$ cat config.mk
export PLATFORM = sky130hd
export DESIGN_NAME = min_priority_queue_sorted
export DESIGN_NICKNAME = d
export VERILOG_FILES = /design/src/mpq_pkg.sv /design/src/mpq_ram.sv /design/src/mpq_dp.sv /design/src/mpq_ctrl.sv /design/src/min_priority_queue_sorted.sv
export SDC_FILE = /design/constraint.sdc
export NUM_CORES = 1
export LEC_CHECK = 0
export ABC_AREA = 1
export BUFFER_PORTS_ARGS = -buffer_cell sky130_fd_sc_hd__buf_2
export CORE_UTILIZATION = 30
export DETAILED_ROUTE_END_ITERATION = 8
export PLACE_DENSITY_LB_ADDON = 0.08
export SYNTH_ARGS = -nofsm -noshare
export SYNTH_HDL_FRONTEND = slang
export SYNTH_HIERARCHICAL = 1
export SYNTH_SLANG_ARGS = --single-unit
$ cat constraint.sdc
create_clock -name clk -period 4.7 [get_ports clk]
set_input_delay 0.235 -clock clk [delete_from_list [all_inputs] [get_ports clk]]
set_output_delay 0.235 -clock clk [all_outputs]
set_load 0.05 [all_outputs]
$ cat src/mpq_pkg.sv
// Package for the sorted minimum priority queue.
// Payload structs, operation and status codes, controller/datapath command types.
// No dependencies.
package mpq_pkg;

  // operation codes carried in the func field
  localparam logic FUNC_ENQ = 1'b0;
  localparam logic FUNC_DEQ = 1'b1;

  // result status codes
  localparam logic [1:0] ST_OK    = 2'd0;
  localparam logic [1:0] ST_FULL  = 2'd1;
  localparam logic [1:0] ST_EMPTY = 2'd2;

  // RAM read address select
  localparam logic [1:0] RD_HEAD   = 2'd0;
  localparam logic [1:0] RD_TAILM1 = 2'd1;
  localparam logic [1:0] RD_RPM1   = 2'd2;

  typedef struct packed {
    logic               func;
    logic signed [31:0] key_in;
  } in_t;

  typedef struct packed {
    logic signed [31:0] key_out;
    logic               key_valid;
    logic               queue_empty;
    logic [1:0]         status;
  } out_t;

  // commands from controller to datapath
  typedef struct packed {
    logic       take;       // latch item, set up insertion pointers
    logic [1:0] rd_sel;     // RAM read address select
    logic       shift;      // move read entry up one place
    logic       put;        // write new key at write pointer
    logic       deq;        // take head entry as result
    logic       status_we;  // record a rejection status
    logic [1:0] status;
    logic       out_load;   // move result into output register
  } cmd_t;

  // status from datapath to controller
  typedef struct packed {
    logic full;
    logic empty;
    logic pos_one;   // one entry left to compare against
    logic greater;   // entry read is greater than the new key
  } sts_t;

endpackage

$ cat src/mpq_ram.sv
// Generic single-write, single-read RAM with registered read data.
// No dependencies.
module mpq_ram #(
  parameter int WIDTH = 32,
  parameter int DEPTH = 16,
  localparam int AW = (DEPTH > 1) ? $clog2(DEPTH) : 1
) (
  input  logic             clk,
  input  logic             we,
  input  logic [AW-1:0]    waddr,
  input  logic [WIDTH-1:0] wdata,
  input  logic [AW-1:0]    raddr,
  output logic [WIDTH-1:0] rdata
);

  logic [WIDTH-1:0] mem [DEPTH];

  // write port and registered read port
  always_ff @(posedge clk) begin
    if (we) begin
      mem[waddr] <= wdata;
    end
    rdata <= mem[raddr];
  end

endmodule

$ cat src/mpq_dp.sv
// Datapath of the sorted priority queue: circular key store, pointers, result regs.
// Depends on mpq_pkg and mpq_ram.
module mpq_dp #(
  parameter int DEPTH = 16,
  localparam int AW = (DEPTH > 1) ? $clog2(DEPTH) : 1,
  localparam int CW = $clog2(DEPTH + 1)
) (
  input  logic          clk,
  input  logic          rst,
  input  mpq_pkg::in_t  in_item,
  input  mpq_pkg::cmd_t cmd,
  output mpq_pkg::sts_t sts,
  output mpq_pkg::out_t out_item
);

  logic [AW-1:0]      head;
  logic [AW-1:0]      tail;
  logic [CW-1:0]      count;
  logic [AW-1:0]      wp;
  logic [AW-1:0]      rp;
  logic [CW-1:0]      pos;
  logic signed [31:0] key;
  logic signed [31:0] res_key;
  logic               res_kv;
  logic [1:0]         res_status;

  logic [AW-1:0]      raddr;
  logic [AW-1:0]      waddr;
  logic [31:0]        wdata;
  logic [31:0]        rdata;
  logic               we;

  function automatic logic [AW-1:0] ptr_inc(input logic [AW-1:0] p);
    return (p == AW'(DEPTH - 1)) ? '0 : p + 1'b1;
  endfunction

  function automatic logic [AW-1:0] ptr_dec(input logic [AW-1:0] p);
    return (p == '0) ? AW'(DEPTH - 1) : p - 1'b1;
  endfunction

  // read address select
  always_comb begin
    unique case (cmd.rd_sel)
      mpq_pkg::RD_HEAD:   raddr = head;
      mpq_pkg::RD_TAILM1: raddr = ptr_dec(tail);
      mpq_pkg::RD_RPM1:   raddr = ptr_dec(rp);
      default:            raddr = head;
    endcase
  end

  // write port: shifted entry or the new key
  assign we    = cmd.shift | cmd.put;
  assign waddr = wp;
  assign wdata = cmd.shift ? rdata : key;

  mpq_ram #(.WIDTH(32), .DEPTH(DEPTH)) u_ram (
    .clk   (clk),
    .we    (we),
    .waddr (waddr),
    .wdata (wdata),
    .raddr (raddr),
    .rdata (rdata)
  );

  // status to the controller
  assign sts.full    = (count == CW'(DEPTH));
  assign sts.empty   = (count == '0);
  assign sts.pos_one = (pos == CW'(1));
  assign sts.greater = ($signed(rdata) > key);

  // occupancy pointers
  always_ff @(posedge clk) begin
    if (rst) begin
      head  <= '0;
      tail  <= '0;
      count <= '0;
    end else begin
      if (cmd.put) begin
        tail  <= ptr_inc(tail);
        count <= count + 1'b1;
      end else if (cmd.deq) begin
        head  <= ptr_inc(head);
        count <= count - 1'b1;
      end
    end
  end

  // insertion pointers and item key
  always_ff @(posedge clk) begin
    if (cmd.take) begin
      key <= in_item.key_in;
      wp  <= tail;
      rp  <= ptr_dec(tail);
      pos <= count;
    end else if (cmd.shift) begin
      wp  <= rp;
      rp  <= ptr_dec(rp);
      pos <= pos - 1'b1;
    end
  end

  // result fields
  always_ff @(posedge clk) begin
    if (cmd.take) begin
      res_key <= '0;
      res_kv  <= 1'b0;
    end
    if (cmd.deq) begin
      res_key <= rdata;
      res_kv  <= 1'b1;
    end
    // a rejection status wins over the default taken with the item
    if (cmd.status_we) begin
      res_status <= cmd.status;
    end else if (cmd.take) begin
      res_status <= mpq_pkg::ST_OK;
    end
  end

  // output register
  always_ff @(posedge clk) begin
    if (cmd.out_load) begin
      out_item.key_out     <= res_key;
      out_item.key_valid   <= res_kv;
      out_item.queue_empty <= (count == '0);
      out_item.status      <= res_status;
    end
  end

endmodule

$ cat src/mpq_ctrl.sv
// Controller of the sorted priority queue: sequences insertion and removal.
// Depends on mpq_pkg.
module mpq_ctrl (
  input  logic          clk,
  input  logic          rst,
  input  logic          in_valid,
  input  logic          in_func,
  output logic          in_stall,
  output logic          out_valid,
  input  logic          out_stall,
  input  mpq_pkg::sts_t sts,
  output mpq_pkg::cmd_t cmd
);

  localparam logic [2:0] S_IDLE = 3'd0;
  localparam logic [2:0] S_ENQ  = 3'd1;
  localparam logic [2:0] S_PUT  = 3'd2;
  localparam logic [2:0] S_DEQ  = 3'd3;
  localparam logic [2:0] S_FIN  = 3'd4;

  logic [2:0] state;
  logic [2:0] state_next;
  logic       out_free;

  assign in_stall = (state != S_IDLE);
  assign out_free = !out_valid || !out_stall;

  // next state and commands
  always_comb begin
    state_next = state;
    cmd        = '0;
    cmd.rd_sel = mpq_pkg::RD_HEAD;
    unique case (state)
      S_IDLE: begin
        if (in_valid) begin
          cmd.take = 1'b1;
          if (in_func == mpq_pkg::FUNC_ENQ) begin
            if (sts.full) begin
              cmd.status_we = 1'b1;
              cmd.status    = mpq_pkg::ST_FULL;
              state_next    = S_FIN;
            end else if (sts.empty) begin
              state_next = S_PUT;
            end else begin
              cmd.rd_sel = mpq_pkg::RD_TAILM1;
              state_next = S_ENQ;
            end
          end else begin
            if (sts.empty) begin
              cmd.status_we = 1'b1;
              cmd.status    = mpq_pkg::ST_EMPTY;
              state_next    = S_FIN;
            end else begin
              state_next = S_DEQ;
            end
          end
        end
      end
      S_ENQ: begin
        if (sts.greater) begin
          cmd.shift = 1'b1;
          if (sts.pos_one) begin
            state_next = S_PUT;
          end else begin
            cmd.rd_sel = mpq_pkg::RD_RPM1;
          end
        end else begin
          cmd.put    = 1'b1;
          state_next = S_FIN;
        end
      end
      S_PUT: begin
        cmd.put    = 1'b1;
        state_next = S_FIN;
      end
      S_DEQ: begin
        cmd.deq    = 1'b1;
        state_next = S_FIN;
      end
      S_FIN: begin
        if (out_free) begin
          cmd.out_load = 1'b1;
          state_next   = S_IDLE;
        end
      end
      default: state_next = S_IDLE;
    endcase
  end

  // state register
  always_ff @(posedge clk) begin
    if (rst) begin
      state <= S_IDLE;
    end else begin
      state <= state_next;
    end
  end

  // output valid: set on load, cleared on transfer
  always_ff @(posedge clk) begin
    if (rst) begin
      out_valid <= 1'b0;
    end else if (cmd.out_load) begin
      out_valid <= 1'b1;
    end else if (!out_stall) begin
      out_valid <= 1'b0;
    end
  end

endmodule

$ cat src/min_priority_queue_sorted.sv
// Top level of the sorted minimum priority queue of signed 32-bit keys.
// Depends on mpq_pkg, mpq_ctrl, mpq_dp (which uses mpq_ram).
//
//   channel | port prefix | payload          | flow control
//   --------+-------------+------------------+----------------
//   input   | in_         | mpq_pkg::in_t    | in_valid / in_stall
//   output  | out_        | mpq_pkg::out_t   | out_valid / out_stall
//
// Keys sit in a circular RAM in ascending order from the head; one RAM write a
// cycle sets the speed. An enqueue shifts each stored key greater than the new
// one up one place and then writes the new key; a dequeue takes the head key; a
// rejected operation only records its status. The result waits while the output
// register still holds an untaken result. Reset empties the queue; the RAM
// is not cleared. An item is taken in only when the previous one is finished.
module min_priority_queue_sorted #(
  parameter int DEPTH = 16
) (
  input  logic          clk,
  input  logic          rst,
  input  logic          in_valid,
  output logic          in_stall,
  input  mpq_pkg::in_t  in_item,
  output logic          out_valid,
  input  logic          out_stall,
  output mpq_pkg::out_t out_item
);

  mpq_pkg::cmd_t cmd;
  mpq_pkg::sts_t sts;

  mpq_ctrl u_ctrl (
    .clk       (clk),
    .rst       (rst),
    .in_valid  (in_valid),
    .in_func   (in_item.func),
    .in_stall  (in_stall),
    .out_valid (out_valid),
    .out_stall (out_stall),
    .sts       (sts),
    .cmd       (cmd)
  );

  mpq_dp #(.DEPTH(DEPTH)) u_dp (
    .clk      (clk),
    .rst      (rst),
    .in_item  (in_item),
    .cmd      (cmd),
    .sts      (sts),
    .out_item (out_item)
  );

  // a dequeued key is only ever reported with an ok status
  assert property (@(posedge clk) disable iff (rst)
    out_valid && out_item.key_valid |-> out_item.status == mpq_pkg::ST_OK)
    else $error("key reported with a failing status");

  // a dequeue from an empty queue leaves it empty
  assert property (@(posedge clk) disable iff (rst)
    out_valid && out_item.status == mpq_pkg::ST_EMPTY |-> out_item.queue_empty)
    else $error("empty dequeue reported a non-empty queue");

  // a rejected enqueue means the queue is full, hence not empty
  assert property (@(posedge clk) disable iff (rst)
    out_valid && out_item.status == mpq_pkg::ST_FULL |-> !out_item.queue_empty)
    else $error("full enqueue reported an empty queue");

  // after a transfer in, the block is busy in the next cycle
  assert property (@(posedge clk) disable iff (rst)
    in_valid && !in_stall |=> in_stall)
    else $error("input taken while an item is in progress");

endmodule

# Word-level counts from Yosys, hierarchy flattened
# Memory sizes are Yosys's and may differ from the RTL's. A register that Yosys moved wholly into a read port is not among the register bits.
# Index checks and enable logic that the tools add are counted.
# op_classes
reduce_logical	15
mux	50
eq_ne	14
magnitude_cmp	1
add_sub_neg	7
bitwise_logic	2
# ops
op	n
two-way mux 32 bit	3
two-way mux 3 bit	14
> comparator 32 bit	1
two-way mux 4 bit	8
two-way mux 5 bit	4
two-way mux 2 bit	6
case mux 3 bit (4 select lines)	1
two-way mux 1 bit	11
subtractor 5 x 1 -> 5 bit (second input constant)	2
adder 4 x 1 -> 4 bit (second input constant)	2
equality test 4 bit (second input constant)	2
logical NOT 4 bit	2
case mux 4 bit (2 select lines)	1
nonzero test 2 bit	4
subtractor 4 x 1 -> 4 bit (second input constant)	2
equality test 3 x 2 -> 1 bit (second input constant)	2
adder 5 x 1 -> 5 bit (second input constant)	1
equality test 5 x 1 -> 1 bit (second input constant)	1
equality test 5 bit (second input constant)	1
logical NOT 5 bit	1
!= test 2 x 1 -> 1 bit (second input constant)	2
case mux 2 bit (2 select lines)	1
equality test 3 x 1 -> 1 bit (second input constant)	1
equality test 3 bit (second input constant)	1
other kinds (14)	15
# word_totals
ramBits	512
out_inout_bits	38
inputBits	37
regBits	133
word_cells	106
n_memories	1
# mem_list
name	depth	width	read_ports	rd_clocked_by_memory_dff	wr	line	text
u_dp.u_ram.mem	16	32	1	1	1	mpq_ram.sv:16	logic [WIDTH-1:0] mem [DEPTH];

# Logic depth before layout (Yosys ltp)
# logic_depth
depth_word	8
depth_mapped	32
ltp_nobuf	29

# Cells and area by module
# The synthesis kept the hierarchy.
# modules_own_cells
mod	cells_each	seq_area_each_um2	instances	area_each_um2
mpq_ram	2120	16015.4	1	22730.6
mpq_dp	601	3733.6	1	6153.4
mpq_ctrl	58	80.1	1	316.6

# Least setup slack after synthesis
# Ideal clock, no wire load.
# synth_path
path_type	reg2reg
startpoint	register u_dp.key[29]
endpoint	memory u_dp.u_ram.mem[10][0] (enable)
path_stages_with_launch	21
t_arrival_ns	3.491
setup_slack_ns	0.788
synth_period_minus_slack_ns	3.912
n_path_buf	1
setup_time_ns	0.421
required_ns	4.279
cell_sequence	edfxtp_1 -> inv_1 -> ha_1 -> nand2_1 -> inv_1 -> o21ai_0 -> nand2_1 -> nor2_1 -> nand2_1 -> nor2_1 -> nand3_1 -> nand2_1 -> nor2_1 -> inv_1 -> nand4_1 -> nand2_1 -> buf_2 -> inv_1 -> nand2_1 -> nand3b_1 -> nor2_1
# synth_lines
item	line	text
start, declared	mpq_dp.sv:22	logic signed [31:0] key;
start signal, assigned	mpq_dp.sv:91	key <= in_item.key_in;
end, declared	mpq_ram.sv:16	

==> results.py <==
metrics = {
    "route": {
        "firstDrtPassIters": 7,
        "vias": 19000,
        "drtIter0Drc": 1172,
        "route.detailed.wl_per_inst_um": 19.2,
        "ant_nets": 0,
        "vias_per_cell": 4.45,
        "wirelength_um": 82300,
        "drcViolationCount": 0,
    },
    "logic_synthesis": {
        "syn_area_per_cell_um2": 10.5,
        "synthCells": 2779,
        "synth_top_area_share_pct": 64.5,
        "synth-main-ff-cell": "edfxtp_1",
        "yosysSeqAreaShare_pct": 67.9,
        "syn-num-nets": 2862,
        "synthTopCellsByArea": "edfxtp_1 64%, nand2_1 11%, nand3_1 6.9%",
        "synth_cell_type_count": 40,
        "ys.warnings.count": 6,
        "synth-seq-cells": 677,
        "yosys.area.top_type": "edfxtp_1",
        "synth_area_um2": 29200,
        "synth-edff-count": 627,
        "synthArstFlopShare_pct": 0,
    },
    "pwr": {
        "pwr-share-seq_pct": 38.7,
        "clock_power_share_pct": 27.1,
        "leakage_nw": 14.6,
        "p_comb_share_pct": 34.3,
        "swShare_pct": 37.1,
        "p_per_area_nw_per_um2": 644,
        "irDropWorstVdd_v": 0.000370,
        "p_sw_w": 0.00830,
        "p_int_w": 0.0141,
    },
    "timing": {
        "worst_pin_slew_ns": 1.15,
        "rsz0062_at_grt": "false",
        "fin_crit_ns": 4.39,
        "hold_viol_final": 0,
        "max_freq_mhz": 228,
        "slew_headroom_pct": 23.4,
        "skew_ns": 0.0268,
        "maxSlewViolCount": 0,
        "fin_crit_sh_pct": 93.5,
        "setup_viol": 0,
        "setup_tns_ns": 0,
    },
    "place": {
        "gp_congestion": 0.739,
        "portBuffers": 74,
        "dpl.hpwl_um": 47400,
    },
    "clocking": {
        "worst_skew_pair.late_latency_ns": 0.63,
        "cts_buffer_depth": 3,
        "h-tree-depth": 3,
        "cts_root_buffer": "clkbuf_16",
        "cts_tree": "yes",
        "clock-sinks": 677,
        "postCtsSetupBuffers": 0,
        "clk_pin_slew_ns": 0.06,
        "cts_inserted_buffers": 78,
    },
    "hold_path": {
        "hold_path.class": "in -> reg",
        "hp-start": "in_item[32]",
        "hold-path-cell-count": 6,
        "hold_path_end": "u_ctrl/state[1]",
    },
    "worst_setup_path": {
        "crit_type": "reg -> reg",
        "worstRegToRegCells": 24,
        "r2r-start": "u_dp/u_ram/rdata[31]",
        "cp.arrival_ns": 4.85,
        "start_kind": "flop",
        "timing.rr.end": "u_dp/u_ram/rdata[6]",
        "r2r_slack_ns": 0.31,
        "path_max_fanout": 12,
        "end_kind": "flop",
        "crit_required_ns": 5.15,
    },
    "die": {
        "core_um2": 96600,
        "dieWidth_um": 314,
        "initial_core_util_pct": 30.2,
        "ioPinCount": 75,
        "num_rows": 114,
        "die_y_um": 314,
        "dieArea_um2": 98600,
    },
    "global_route": {
        "grt_pass1_vias": 19100,
        "grt_pass1_wl_um": 122000,
        "antenna_found_initial": 0,
        "grt_usage_pct": 16.8,
        "gr-total-overflow": 0,
        "grt_max_degree": 64,
    },
    "cells_and_area": {
        "multiInputGateArea_um2": 6820,
        "area_growth_pct": 18.8,
        "nNetsFinal": 3027,
        "n_fill_cell": 9639,
        "n_antenna_cell": 0,
        "seq_area_um2": 19800,
        "post-route-util_pct": 35.9,
        "drive_gt1_share_pct": 11.0,
    },
    "run": {
        "max-cap-violations": 0,
    },
    "status": {
        "outcome": "complete, no violations",
    },
}
logic make-up after synthesis:
logic type               synth area share, %
flip-flops                              67.9
AND/OR/NAND/NOR                         18.9
XOR/XNOR                               0.180
buffers and inverters                   9.29
AO/OA/AOI/OAI                           1.75
adder cells (fa/ha/maj)                 2.00
cell usage in the layout (no fill, tap or decap), drive strengths merged:
cell type      n
dlygate4sd3   35
o21bai         1
clkbuf       101
o22ai          1
nand3b         2
dfxtp         50
nor2          60
fa             1
or4            1
or2            4
nand4          5
nand2        832
bufinv         5
nand3        404
o21ai         61
o211ai         1
clkinvlp       4
xor2           3
a211oi         1
a21o           2
inv          517
clkinv        33
a21oi         26
xnor2          3
ha            45
o2bb2ai        1
edfxtp       627
buf          171
a22oi          2
nor3           7
and3           1
worst max-delay path by stage:
stage	startpoint	end	slack (ns)	depth (start not counted)
finish	u_dp/u_ram/rdata[31]	u_dp/u_ram/rdata[6]	0.31	24
global route	u_dp/u_ram/rdata[31]	u_dp/u_ram/rdata[25]	0.04	25
CTS	u_dp/u_ram/rdata[31]	u_dp/u_ram/rdata[6]	0.30	24
detailed placement	u_dp/u_ram/rdata[31]	u_dp/u_ram/rdata[6]	0.33	24
global placement	u_dp/u_ram/rdata[31]	u_dp/u_ram/rdata[4]	0.34	24
floorplan	u_dp/key[29]	u_dp/u_ram/mem[10][0]	0.79	20
layout make-up:
cell class                 instances  share of cell area [%]
inverter                         517                    5.61
clock inverter                    42                    1.05
timing repair buffer             206                    5.62
tap                             1276                    4.60
multi-input combinational       1464                    19.7
sequential                       677                    57.1
clock buffer                     101                    6.32
flip-flops by register name (all words and copies together), names as in the netlist:
name,flops
u_dp/u_ram/mem,512
u_dp/out_item,36
u_dp/key,32
u_dp/res_key,32
u_dp/u_ram/rdata,32
u_dp/count,5
u_dp/pos,5
u_dp/head,4
u_dp/rp,4
u_dp/tail,4
u_dp/waddr,4
u_ctrl/state,3
u_dp/res_status,2
u_ctrl/out_valid,1
u_dp/res_kv,1
routing by layer:
layer	share of wire (%)	GRT usage [%]
met5	0	0
met4	3.0	5.69
met3	3.2	2.29
met2	48	28.4
met1	46	22.1
power by group through the flow:
stage | Combinational (W) | Clock, W | Sequential (W)
CTS | 0.00781 | 0.00624 | 0.00869
global placement | 0.00771 | 0 | 0.00881
floorplan | 0.00483 | 0 | 0.00883
detailed placement | 0.00775 | 0 | 0.00881
finish | 0.00766 | 0.00605 | 0.00864
global route | 0.00859 | 0.00643 | 0.00873
timing repair:
item,in CTS,in global routing
hold buffers,35,0
setup endpoints to repair,0,0
hold endpoints to repair,40,0
resized for setup,0,0
synth_stat cells, types with 2 or more instances:
master    instances
nand3b_1          2
nor2_1           55
buf_2            44
ha_1             45
nand2_1         832
inv_1           512
nor3_1            7
o21ai_0          59
edfxtp_1        627
xnor2_1           3
a22oi_1           2
a21oi_1          25
nor2_2            4
inv_2             4
xor2_1            3
a21o_1            2
or2_2             3
nand3_1         403
buf_1            14
clkbuf_1         26
buf_4             7
dfxtp_1          50
nand4_1           5
buf_6            29
stage by stage:
stage                     setup slack [ns]  power (W)  hold slack (ns)  area [µm²]  std cells
after floorplan                      0.788     0.0137            0.297       29200       2779
after global placement               0.335     0.0165            0.401       31800       4105
after detailed placement             0.331     0.0166            0.405       31800       4105
after CTS                            0.300     0.0227           0.0443       34700       4283
after global routing                0.0356     0.0237           0.0998       34700       4283
final                                0.306     0.0224           0.0984       34700       4283
critical path, stage by stage (launching register included):
cell and delay, ns:
dfxtp_1 0.40, ha_1 0.44, nand2_1 0.10, inv_2 0.09, nand3_2 0.08, nor2_2 0.14, and3_1 0.36, nand2_1 0.12
nand3_1 0.08, nand2_1 0.05, nor2_1 0.08, inv_1 0.10, or2_0 0.22, nor2_2 0.20, ha_1 0.34, a21oi_1 0.19
a22oi_2 0.11, buf_12 0.16, inv_6 0.19, buf_4 0.23, nand2_1 0.07, nand3_1 0.07, nand3_1 0.09, nand3_1 0.10
nand2_1 0.17
Power figures use the tool's default switching activity.
